### config.mk
export PLATFORM = sky130hd
export DESIGN_NAME = wildcard_pattern_matcher
export DESIGN_NICKNAME = d
export VERILOG_FILES = /design/src/design/wpm_pkg.sv /design/src/design/wpm_cell.sv /design/src/design/wildcard_pattern_matcher.sv
export SDC_FILE = /design/constraint.sdc
export NUM_CORES = 1
export LEC_CHECK = 0
export BUFFER_PORTS_ARGS = -buffer_cell sky130_fd_sc_hd__buf_2
export CORE_MARGIN = 2
export CORE_UTILIZATION = 40
export DETAILED_ROUTE_END_ITERATION = 6
export MAX_ROUTING_LAYER = met4
export PLACE_DENSITY_LB_ADDON = 0.15
export SYNTH_ARGS = -nofsm -noshare
export SYNTH_HDL_FRONTEND = slang
export SYNTH_SLANG_ARGS = --single-unit
export TNS_END_PERCENT = 1
### constraint.sdc
create_clock -name clk -period 6.3 [get_ports clk]
set_input_delay 0.945 -clock clk [delete_from_list [all_inputs] [get_ports clk]]
set_output_delay 0.945 -clock clk [all_outputs]
set_load 0.02 [all_outputs]
### src/design/wpm_pkg.sv
// ----------------------------------------------------------------------------
// wpm_pkg - shared definitions for the wildcard pattern matcher
// Sizes, operation codes and the control bundle sent to every match cell.
// ----------------------------------------------------------------------------
package wpm_pkg;

  localparam int MAX_PATTERN = 32;
  localparam int MAX_TEXT    = 1048576;

  localparam int SYM_W = 5;
  localparam int LEN_W = $clog2(MAX_PATTERN + 1);
  localparam int POS_W = $clog2(MAX_TEXT + 1);

  localparam int IN_TDATA_W  = 8;
  localparam int IN_TUSER_W  = 2;
  localparam int OUT_TDATA_W = ((1 + 2 * POS_W + 7) / 8) * 8;

  localparam logic [SYM_W-1:0] SYM_WILD = '0;

  typedef enum logic [1:0] {
    OP_CLEAR   = 2'd0,
    OP_APPEND  = 2'd1,
    OP_TEXT    = 2'd2,
    OP_RESTART = 2'd3
  } opcode_t;

  typedef struct packed {
    logic clear_pat;
    logic push_pat;
    logic clear_txt;
    logic push_txt;
  } cell_ctrl_t;

  function automatic logic sym_agree(logic [SYM_W-1:0] p, logic [SYM_W-1:0] t);
    return (p == SYM_WILD) || (t == SYM_WILD) || (p == t);
  endfunction

endpackage

### src/design/wpm_cell.sv
// ----------------------------------------------------------------------------
// wpm_cell - one position of the match chain
// Holds one pattern symbol with its valid bit and one text symbol. Both
// shift towards the older end of the chain; the cell flags whether its
// pattern symbol agrees with the text symbol arriving from its neighbour.
// ----------------------------------------------------------------------------
module wpm_cell (
  input  logic                      clk,
  input  logic                      rst_n,
  input  wpm_pkg::cell_ctrl_t       ctrl,
  input  logic [wpm_pkg::SYM_W-1:0] pat_in,
  input  logic                      pval_in,
  input  logic [wpm_pkg::SYM_W-1:0] txt_in,
  output logic [wpm_pkg::SYM_W-1:0] pat_o,
  output logic                      pval_o,
  output logic [wpm_pkg::SYM_W-1:0] txt_o,
  output logic                      agree_o
);

  logic [wpm_pkg::SYM_W-1:0] pat_r;
  logic                      pval_r;
  logic [wpm_pkg::SYM_W-1:0] txt_r;

  always_ff @(posedge clk) begin
    if (!rst_n) begin
      pval_r <= 1'b0;
    end else if (ctrl.clear_pat) begin
      pval_r <= 1'b0;
    end else if (ctrl.push_pat) begin
      pval_r <= pval_in;
    end
  end

  always_ff @(posedge clk) begin
    if (ctrl.push_pat) begin
      pat_r <= pat_in;
    end
  end

  always_ff @(posedge clk) begin
    if (!rst_n) begin
      txt_r <= '0;
    end else if (ctrl.clear_txt) begin
      txt_r <= '0;
    end else if (ctrl.push_txt) begin
      txt_r <= txt_in;
    end
  end

  // compare against the symbol about to land here, so the verdict is ready
  // in the same cycle as the text transfer
  assign agree_o = !pval_r || wpm_pkg::sym_agree(pat_r, txt_in);

  assign pat_o  = pat_r;
  assign pval_o = pval_r;
  assign txt_o  = txt_r;

endmodule

### src/design/wildcard_pattern_matcher.sv
// ----------------------------------------------------------------------------
// wildcard_pattern_matcher - streaming wildcard string matcher
// Compares the pattern against the latest text window in a chain of cells.
// ----------------------------------------------------------------------------
// Usage:
//   in_*  : one command per transfer; in_tuser carries the operation (clear
//           all, append pattern symbol, text symbol, restart text), in_tdata
//           the symbol (0 is the wildcard, 1..26 the letters).
//   out_* : one result per text symbol taken while fewer than MAX_TEXT text
//           symbols have been seen; other operations give no result.
//   Pattern appends shift the pattern chain by one cell, text symbols shift
//   the text chain, so cell j always pairs the right pattern and text
//   symbols and every cell compares in parallel.
//   A result is in the output register the cycle after its text transfer.
//   Throughput: one command per cycle unless the receiver stalls, with a
//   combinational compare across all MAX_PATTERN cells and AND of verdicts.
//   Reset empties the pattern, zeroes the text window, position and count.
//   When the receiver stalls, the held result stays in the output register
//   and in_tready falls until it is taken; a result leaving in the same
//   cycle lets a new command in.
// ----------------------------------------------------------------------------
module wildcard_pattern_matcher (
  input  logic                            clk,
  input  logic                            rst_n,
  input  logic                            in_tvalid,
  output logic                            in_tready,
  input  logic [wpm_pkg::IN_TDATA_W-1:0]  in_tdata,   // [4:0] symbol
  input  logic [wpm_pkg::IN_TUSER_W-1:0]  in_tuser,   // [1:0] opcode
  output logic                            out_tvalid,
  input  logic                            out_tready,
  output logic [wpm_pkg::OUT_TDATA_W-1:0] out_tdata   // match, start_position,
                                                      // match_count
);

  localparam int NC = wpm_pkg::MAX_PATTERN;
  localparam int PW = wpm_pkg::POS_W;
  localparam logic [PW-1:0] MAX_TEXT_C = PW'(wpm_pkg::MAX_TEXT);
  localparam logic [wpm_pkg::LEN_W-1:0] MAX_LEN_C = wpm_pkg::LEN_W'(NC);

  wpm_pkg::opcode_t          op;
  logic [wpm_pkg::SYM_W-1:0] sym;
  logic                      in_xfer;
  wpm_pkg::cell_ctrl_t       ctrl;

  logic [wpm_pkg::SYM_W-1:0] pat_c  [NC];
  logic [wpm_pkg::SYM_W-1:0] txt_c  [NC];
  logic [NC-1:0]             pval_c;
  logic [NC-1:0]             agree_c;

  logic [wpm_pkg::LEN_W-1:0] len_r, len_nxt;
  logic [PW-1:0]             pos_r, pos_nxt;
  logic [PW-1:0]             cnt_r, cnt_nxt;
  logic                      text_take;
  logic [PW-1:0]             pos_inc;
  logic [PW-1:0]             len_ext;
  logic                      full_win;
  logic                      hit;
  logic [PW-1:0]             start;

  logic                      out_valid_r, out_valid_nxt;
  logic                      out_match_r;
  logic [PW-1:0]             out_start_r;
  logic [PW-1:0]             out_cnt_r;

  assign op        = wpm_pkg::opcode_t'(in_tuser[1:0]);
  assign sym       = in_tdata[wpm_pkg::SYM_W-1:0];
  assign in_tready = !out_valid_r || out_tready;
  assign in_xfer   = in_tvalid && in_tready;
  assign text_take = in_xfer && (op == wpm_pkg::OP_TEXT) && (pos_r < MAX_TEXT_C);

  always_comb begin
    ctrl.clear_pat = in_xfer && (op == wpm_pkg::OP_CLEAR);
    ctrl.push_pat  = in_xfer && (op == wpm_pkg::OP_APPEND) && (len_r < MAX_LEN_C);
    ctrl.clear_txt = in_xfer && ((op == wpm_pkg::OP_CLEAR) || (op == wpm_pkg::OP_RESTART));
    ctrl.push_txt  = text_take;
  end

  for (genvar j = 0; j < NC; j++) begin : g_cell
    logic [wpm_pkg::SYM_W-1:0] pat_in;
    logic                      pval_in;
    logic [wpm_pkg::SYM_W-1:0] txt_in;

    if (j == 0) begin : g_head
      assign pat_in  = sym;
      assign pval_in = 1'b1;
      assign txt_in  = sym;
    end else begin : g_body
      assign pat_in  = pat_c[j-1];
      assign pval_in = pval_c[j-1];
      assign txt_in  = txt_c[j-1];
    end

    wpm_cell u_cell (
      .clk     (clk),
      .rst_n   (rst_n),
      .ctrl    (ctrl),
      .pat_in  (pat_in),
      .pval_in (pval_in),
      .txt_in  (txt_in),
      .pat_o   (pat_c[j]),
      .pval_o  (pval_c[j]),
      .txt_o   (txt_c[j]),
      .agree_o (agree_c[j])
    );
  end

  always_comb begin
    pos_inc  = pos_r + PW'(1);
    len_ext  = PW'(len_r);
    full_win = (len_r != '0) && (pos_inc >= len_ext);
    hit      = full_win && (&agree_c);
    start    = full_win ? (pos_inc - len_ext + PW'(1)) : '0;
  end

  always_comb begin
    len_nxt = len_r;
    pos_nxt = pos_r;
    cnt_nxt = cnt_r;
    if (ctrl.clear_pat) begin
      len_nxt = '0;
    end else if (ctrl.push_pat) begin
      len_nxt = len_r + wpm_pkg::LEN_W'(1);
    end
    if (ctrl.clear_txt) begin
      pos_nxt = '0;
      cnt_nxt = '0;
    end else if (text_take) begin
      pos_nxt = pos_inc;
      if (hit && (cnt_r < MAX_TEXT_C)) begin
        cnt_nxt = cnt_r + PW'(1);
      end
    end
  end

  always_comb begin
    out_valid_nxt = out_valid_r;
    if (text_take) begin
      out_valid_nxt = 1'b1;
    end else if (out_tready) begin
      out_valid_nxt = 1'b0;
    end
  end

  always_ff @(posedge clk) begin
    if (!rst_n) begin
      len_r       <= '0;
      pos_r       <= '0;
      cnt_r       <= '0;
      out_valid_r <= 1'b0;
    end else begin
      len_r       <= len_nxt;
      pos_r       <= pos_nxt;
      cnt_r       <= cnt_nxt;
      out_valid_r <= out_valid_nxt;
    end
  end

  // result payload: load on every text symbol taken, hold otherwise
  always_ff @(posedge clk) begin
    if (text_take) begin
      out_match_r <= hit;
      out_start_r <= start;
      out_cnt_r   <= cnt_nxt;
    end
  end

  assign out_tvalid = out_valid_r;
  assign out_tdata  = {{(wpm_pkg::OUT_TDATA_W - 1 - 2 * PW){1'b0}},
                       out_cnt_r, out_start_r, out_match_r};

  a_len_tracks_cells: assert property (@(posedge clk) disable iff (!rst_n)
    $countones(pval_c) == int'(len_r))
    else $error("pattern length disagrees with valid cells");

  a_count_bounded: assert property (@(posedge clk) disable iff (!rst_n)
    cnt_r <= MAX_TEXT_C)
    else $error("match count beyond saturation limit");

  a_text_gives_result: assert property (@(posedge clk) disable iff (!rst_n)
    text_take |=> out_valid_r)
    else $error("text transfer produced no result");

  a_match_has_start: assert property (@(posedge clk) disable iff (!rst_n)
    (out_valid_r && out_match_r) |-> (out_start_r != '0) && (out_cnt_r != '0))
    else $error("match reported without start position or count");

endmodule
### Word level (Yosys, flattened, before mapping)

Index checks and enable logic that the tools add are counted.

* bits in registers: 439
* bits in latches: 0
* input port bits: 14
* ROM bits: 0
* bits in writable memories: 0
* memories: 0

* div/mod/pow operators: 0
* reduce and logical (&&, ||, !) cells: 211
* shift-type cells: 0
* multiply operators: 0
* equal/unequal tests: 35
* add/sub/neg operators: 5
* bitwise operators: 1
* mux-type cells: 5
* magnitude comparators: 4

Operator list (count)
* zero test 5 bit: 64
* equality test 5 bit: 32
* logical OR 1 bit: 98
* adder 21 x 1 -> 21 bit, second input constant: 3
* 2-to-1 mux 21 bit: 3
* less-than comparator 21 bit, second input constant: 2
* zero test 1 bit: 33
* AND reduction 32 bit: 1
* greater-or-equal comparator 21 x 6 -> 1 bit: 1
* subtractor 21 x 6 -> 21 bit: 1
* logical AND 1 bit: 10
* adder 6 x 1 -> 6 bit, second input constant: 1
* less-than comparator 6 bit, second input constant: 1
* nonzero test 6 bit: 1
* equality test 2 bit, second input constant: 2
* OR reduction 2 bit: 2
* equality test 2 x 1 -> 1 bit, second input constant: 1
* zero test 2 bit: 1
* 2-to-1 mux 1 bit: 2
* nonzero test 2 bit: 1
* inverter 1 bit: 1

### Longest topological paths before layout

* word-level depth: 10
* gate-level depth with buffers: 17
* mapped depth without buffers: 15

### Modules after synthesis

A second synthesis with hierarchy kept.

* cell total of the unflattened synthesis: 1892
* area, all modules: 20728.6 µm²

By module, submodules not included
* wpm_cell: seq. area each 270.3 µm², times used 32, cells an instance 37, area an instance 451.7 µm²
* wildcard_pattern_matcher: seq. area each 2272.2 µm², times used 1, cells an instance 708, area an instance 6274.8 µm²

### Least setup slack after synthesis

No wires, ideal clock.

* kind: input to register
* start: input out_tready
* end: register g_cell[0].u_cell.pat_r (netlist bit g_cell[0].u_cell.pat_o[0]) (enable)
* data arrival time: 6.277 ns
* data required time: 5.714 ns
* stages: 6
* slack: -0.563 ns
* path through: nor2b_1 nor2_1 nand3_1 inv_1 clkbuf_1 buf_1

RTL lines
* from (decl): line wildcard_pattern_matcher.sv:30 `input logic out_tready,`
* to (signal assigned): line wpm_cell.sv:36 `pat_r <= pat_in;`
* to (decl): line wpm_cell.sv:20 `logic [wpm_pkg::SYM_W-1:0] pat_r;`

### Worst setup path in the final report

* start: register pos_r[2]
* end: register out_cnt_r[11] (data pin)

* word-level cells in the longest chain between the ends: 8

RTL lines
* from (decl): line wildcard_pattern_matcher.sv:51 `logic [PW-1:0] pos_r, pos_nxt;`
* from (signal assigned): line wildcard_pattern_matcher.sv:152 `pos_r <= pos_nxt;`
* adder 21 x 1 -> 21 bit: line wildcard_pattern_matcher.sv:108 `pos_inc = pos_r + PW'(1);`
* greater-or-equal comparator 21 x 6 -> 1 bit: line wildcard_pattern_matcher.sv:110 `full_win = (len_r != '0) && (pos_inc >= len_ext);`
* logical AND 1 bit: line wildcard_pattern_matcher.sv:110
* logical AND 1 bit: line wildcard_pattern_matcher.sv:111 `hit = full_win && (&agree_c);`
* logical AND 1 bit: line wildcard_pattern_matcher.sv:129 `if (hit && (cnt_r < MAX_TEXT_C)) begin`
* 2-to-1 mux 21 bit: line wildcard_pattern_matcher.sv:129
* 2-to-1 mux 21 bit (*): line wildcard_pattern_matcher.sv:127 `end else if (text_take) begin`
* 2-to-1 mux 21 bit (*): line wildcard_pattern_matcher.sv:124 `if (ctrl.clear_txt) begin`
* via cnt_nxt[11]: line wildcard_pattern_matcher.sv:52 `logic [PW-1:0] cnt_r, cnt_nxt;`
* to (signal assigned): line wildcard_pattern_matcher.sv:163 `out_cnt_r <= cnt_nxt;`
* to (decl): line wildcard_pattern_matcher.sv:63 `logic [PW-1:0] out_cnt_r;`

Mark *: on every way through the listed nets, which the timed path passes. The rest lies on a longest branch.
A chain may end at the register's enable or synchronous reset.

==> flow_metrics.tcl <==
set metrics [dict create \
    drc 0 \
    synth_area_leaders "edfxtp_1 31%, dfxtp_1 24%, nand2_1 8.4%, a21oi_1 6.0%, xor2_1 5.0%" \
    finalMaxSlewViolations 0 \
    final_area_sq_mm 0.0225 \
    yosys_warnings 0 \
    yosysTopAreaCellShare_pct 30.6 \
    fin_worst_skew_ps 34.2 \
    ir_drop_uv 164 \
    grt_pass1_vias 13900 \
    critPathMaxFanout 20 \
    cts_inserted_buffers 48 \
    cts_tree "built" \
    cts_sinks 439 \
    cts_max_path_buffers 3 \
    wire_per_inst_um 16.5 \
    coreArea_sq_mm 0.0491 \
    status "completed" \
    final_common_cell "nand2_1" \
    max_freq_mhz 221 \
    dr_wl_met2_um 21300 \
    hpwl_um 30700 \
    fp-row-count 81 \
    grt_use_total_pct 18.6 \
    yosysTopAreaCell "edfxtp_1" \
    min_path_type "reg2reg" \
    topRoutingLayerUsed "met4" \
    drtIter0Drc 808 \
    crit_buf_inv 0 \
    finalHoldViolations 0 \
    post_cts_buffers 0 \
    slew_headroom_pct 35.2 \
    die_x_um 227 \
    dieArea_sq_mm 0.0517 \
    netlist_instances 2061 \
    ios 64 \
    ant_nets 0 \
    holdBufCountCts 0 \
    fin_tns_setup_ps 0 \
    powerDensity_mw_per_mm2 271 \
    layout_common_cells "448 x nand2_1, 240 x a21oi_1, 236 x dfxtp_1" \
    crit_top_cell "nand4_1" \
    maxCapViolCount 0 \
    worstMarginPinSlew_ps 972 \
    dr_total_vias 14400 \
    leakagePower_nw 8.01 \
    worstPathRequired_ps 6650 \
    crit_slowest_cell "o211a_1" \
    antenna_found_initial 0 \
    synth_cell_types 64 \
    worst_setup_path_start_kind "flip-flop" \
    rsz0062_at_grt "no" \
    critPathKind "reg2reg" \
    syn_area_sq_mm 0.0199 \
    initial_utilization_pct 40.7 \
    path_clk_slew_ps 60 \
    worst_ep_arrival_time_ps 4860 \
    clock_latency_ps 600 \
    area.growth.synth_to_final_pct 12.5 \
    synthFlopType "dfxtp_1" \
    worstSetupEndpointType "flip-flop" \
    io_buffers 55 \
    period_share_pct 71.7 \
    async_reset_ff_share_pct 0 \
    crit_chain "nand4_1 > nor2_1 > and4_1 > nand3_1 > xor2_1 > ha_1 > nand4_1 > or4_1 > nor3b_1 > o21a_4 > o211a_1 > nand4_1 > mux2i_1" \
    routabilityCongestion 0.806 \
    fill_cells 4736 \
    viasPerCell 5.15 \
    root_buffer "clkbuf_16" \
    critPathTopFamily "simple AND/OR/NAND/NOR gates" \
    ys_seq_elements 439 \
    grt-ovfl-total 0 \
    setup-violations-final 0 \
    place_area_sq_mm 0.0208 \
    synth_edf_count 203 \
    avgSynthCellArea_sq_um 9.68 \
    cts_max_level 2 \
    cts_resized 0 \
    grt_first_pass_wirelength_um 74400 \
    grt_max_degree 89 \
    cpPeakStageDelay_ps 600 \
    fin_nets 2157 \
    drt_first_pass_iters 5 \
    drt_wl_total_um 46200 \
    drive_gt1_share_pct 7.97 \
    met3_length_um 1910 \
    period_minus_slack_ps 4520 \
    die-height_um 227 \
    wl_met1_um 22100 \
    yosysSeqAreaShare_pct 54.2 \
    n_antenna_cell 0 \
]
-- power breakdown --
part | switching, mW | leakage, nW | internal, mW
registers | 0.0294 | 3.80 | 3.01
clock network | 1.17 | 0.796 | 1.67
logic | 0.154 | 3.41 | 0.0480
total | 1.35 | 8.01 | 4.73
-- sequential cells by signal, summed over array words and instances, names as in the netlist --
| name | count |
|---|---|
| out_start_r | 21 |
| g_cell.u_cell.txt_o | 155 |
| g_cell.u_cell.pval_o | 32 |
| out_tvalid | 1 |
| out_cnt_r | 21 |
| len_r | 6 |
| pos_r | 21 |
| out_match_r | 1 |
| g_cell.u_cell.pat_o | 160 |
| cnt_r | 21 |
-- worst register-to-register path, stage by stage, from the launching register on --
cell     delay [ps]
dfxtp_1         450
nand4_1         230
nor2_1          330
and4_1          370
nand3_1         120
xor2_1          340
ha_1            250
nand4_1          70
or4_1           530
nor3b_1         280
o21a_4          210
o211a_1         600
nand4_1         300
mux2i_1         180
-- layer usage --
| metal | vias to the layer above | track usage, % |
|---|---|---|
| li1 | 7182 | - |
| met1 | 6922 | 24.7 |
| met2 | 242 | 29.5 |
| met3 | 61 | 2.92 |
| met4 | 0 | 5.14 |
| met5 | - | - |
-- synthesized netlist by cell type (all sizes together) (19+ instances only) --
library cell  number
o21ai             43
mux2i             33
nor2             107
buf               19
nand2b            35
clkbuf            74
a21oi            240
edfxtp           203
nor3              80
nand2            449
xor2             115
ha                48
nand3             67
or4               35
inv               44
xnor2             99
dfxtp            236
-- final timing paths --
path	from	endpoint	slack, ps	cells past startpoint
worst min register to register	g_cell[20].u_cell.pval_o$_SDFFE_PP0P_	g_cell[21].u_cell.pval_o$_SDFFE_PP0P_	450	2
worst max register to register	pos_r[2]$_SDFFE_PP0P_	out_cnt_r[11]$_DFFE_PP_	1780	13
worst min-delay path	g_cell[20].u_cell.pval_o$_SDFFE_PP0P_	g_cell[21].u_cell.pval_o$_SDFFE_PP0P_	450	2
worst max-delay path	pos_r[2]$_SDFFE_PP0P_	out_cnt_r[11]$_DFFE_PP_	1780	13
-- per-stage QoR --
step | power [mW] | cells | hold WS, ps | setup WS [ps] | utilization, %
5_1_grt | 6.30 | 2797 | 483 | 1390 | 45.8
3_5_place_dp | 3.30 | 2707 | 462 | 1830 | 42.5
3_3_place_gp | 3.30 | 2707 | 460 | 1900 | 42.5
6_report | 6.09 | 2797 | 453 | 1780 | 45.8
2_1_floorplan | 3.24 | 2065 | 433 | 72.7 | -
4_1_cts | 6.17 | 2797 | 457 | 1810 | 45.8
-- area by class of cell --
cell class                      count  area [sq um]  area share, %
Sequential cell                   439         10800           48.2
Multi-Input combinational cell   1488          8610           38.3
Clock buffer                       63          1340           5.97
Tap cell                          664           831           3.70
Timing Repair Buffer               71           408           1.82
Clock inverter                     27           268           1.19
Inverter                           45           179          0.797
-- kinds of logic (layout without fill, tap and decap cells) --
| family | Yosys count | count (layout) | share of synthesized area, % |
|---|---|---|---|
| and+or+nand+nor | 845 | 845 | 19.2 |
| AOI/OAI and AO/OA | 341 | 341 | 9.53 |
| muxes | 33 | 33 | 1.66 |
| DFF | 439 | 439 | 54.2 |
| other | 1 | 5 | 0.0188 |
| buffers and inverters | 138 | 206 | 2.76 |
| xor gates and xnor gates | 214 | 214 | 9.40 |
| adders and majority gates | 50 | 50 | 3.21 |
(Power assumes the default switching activity.)
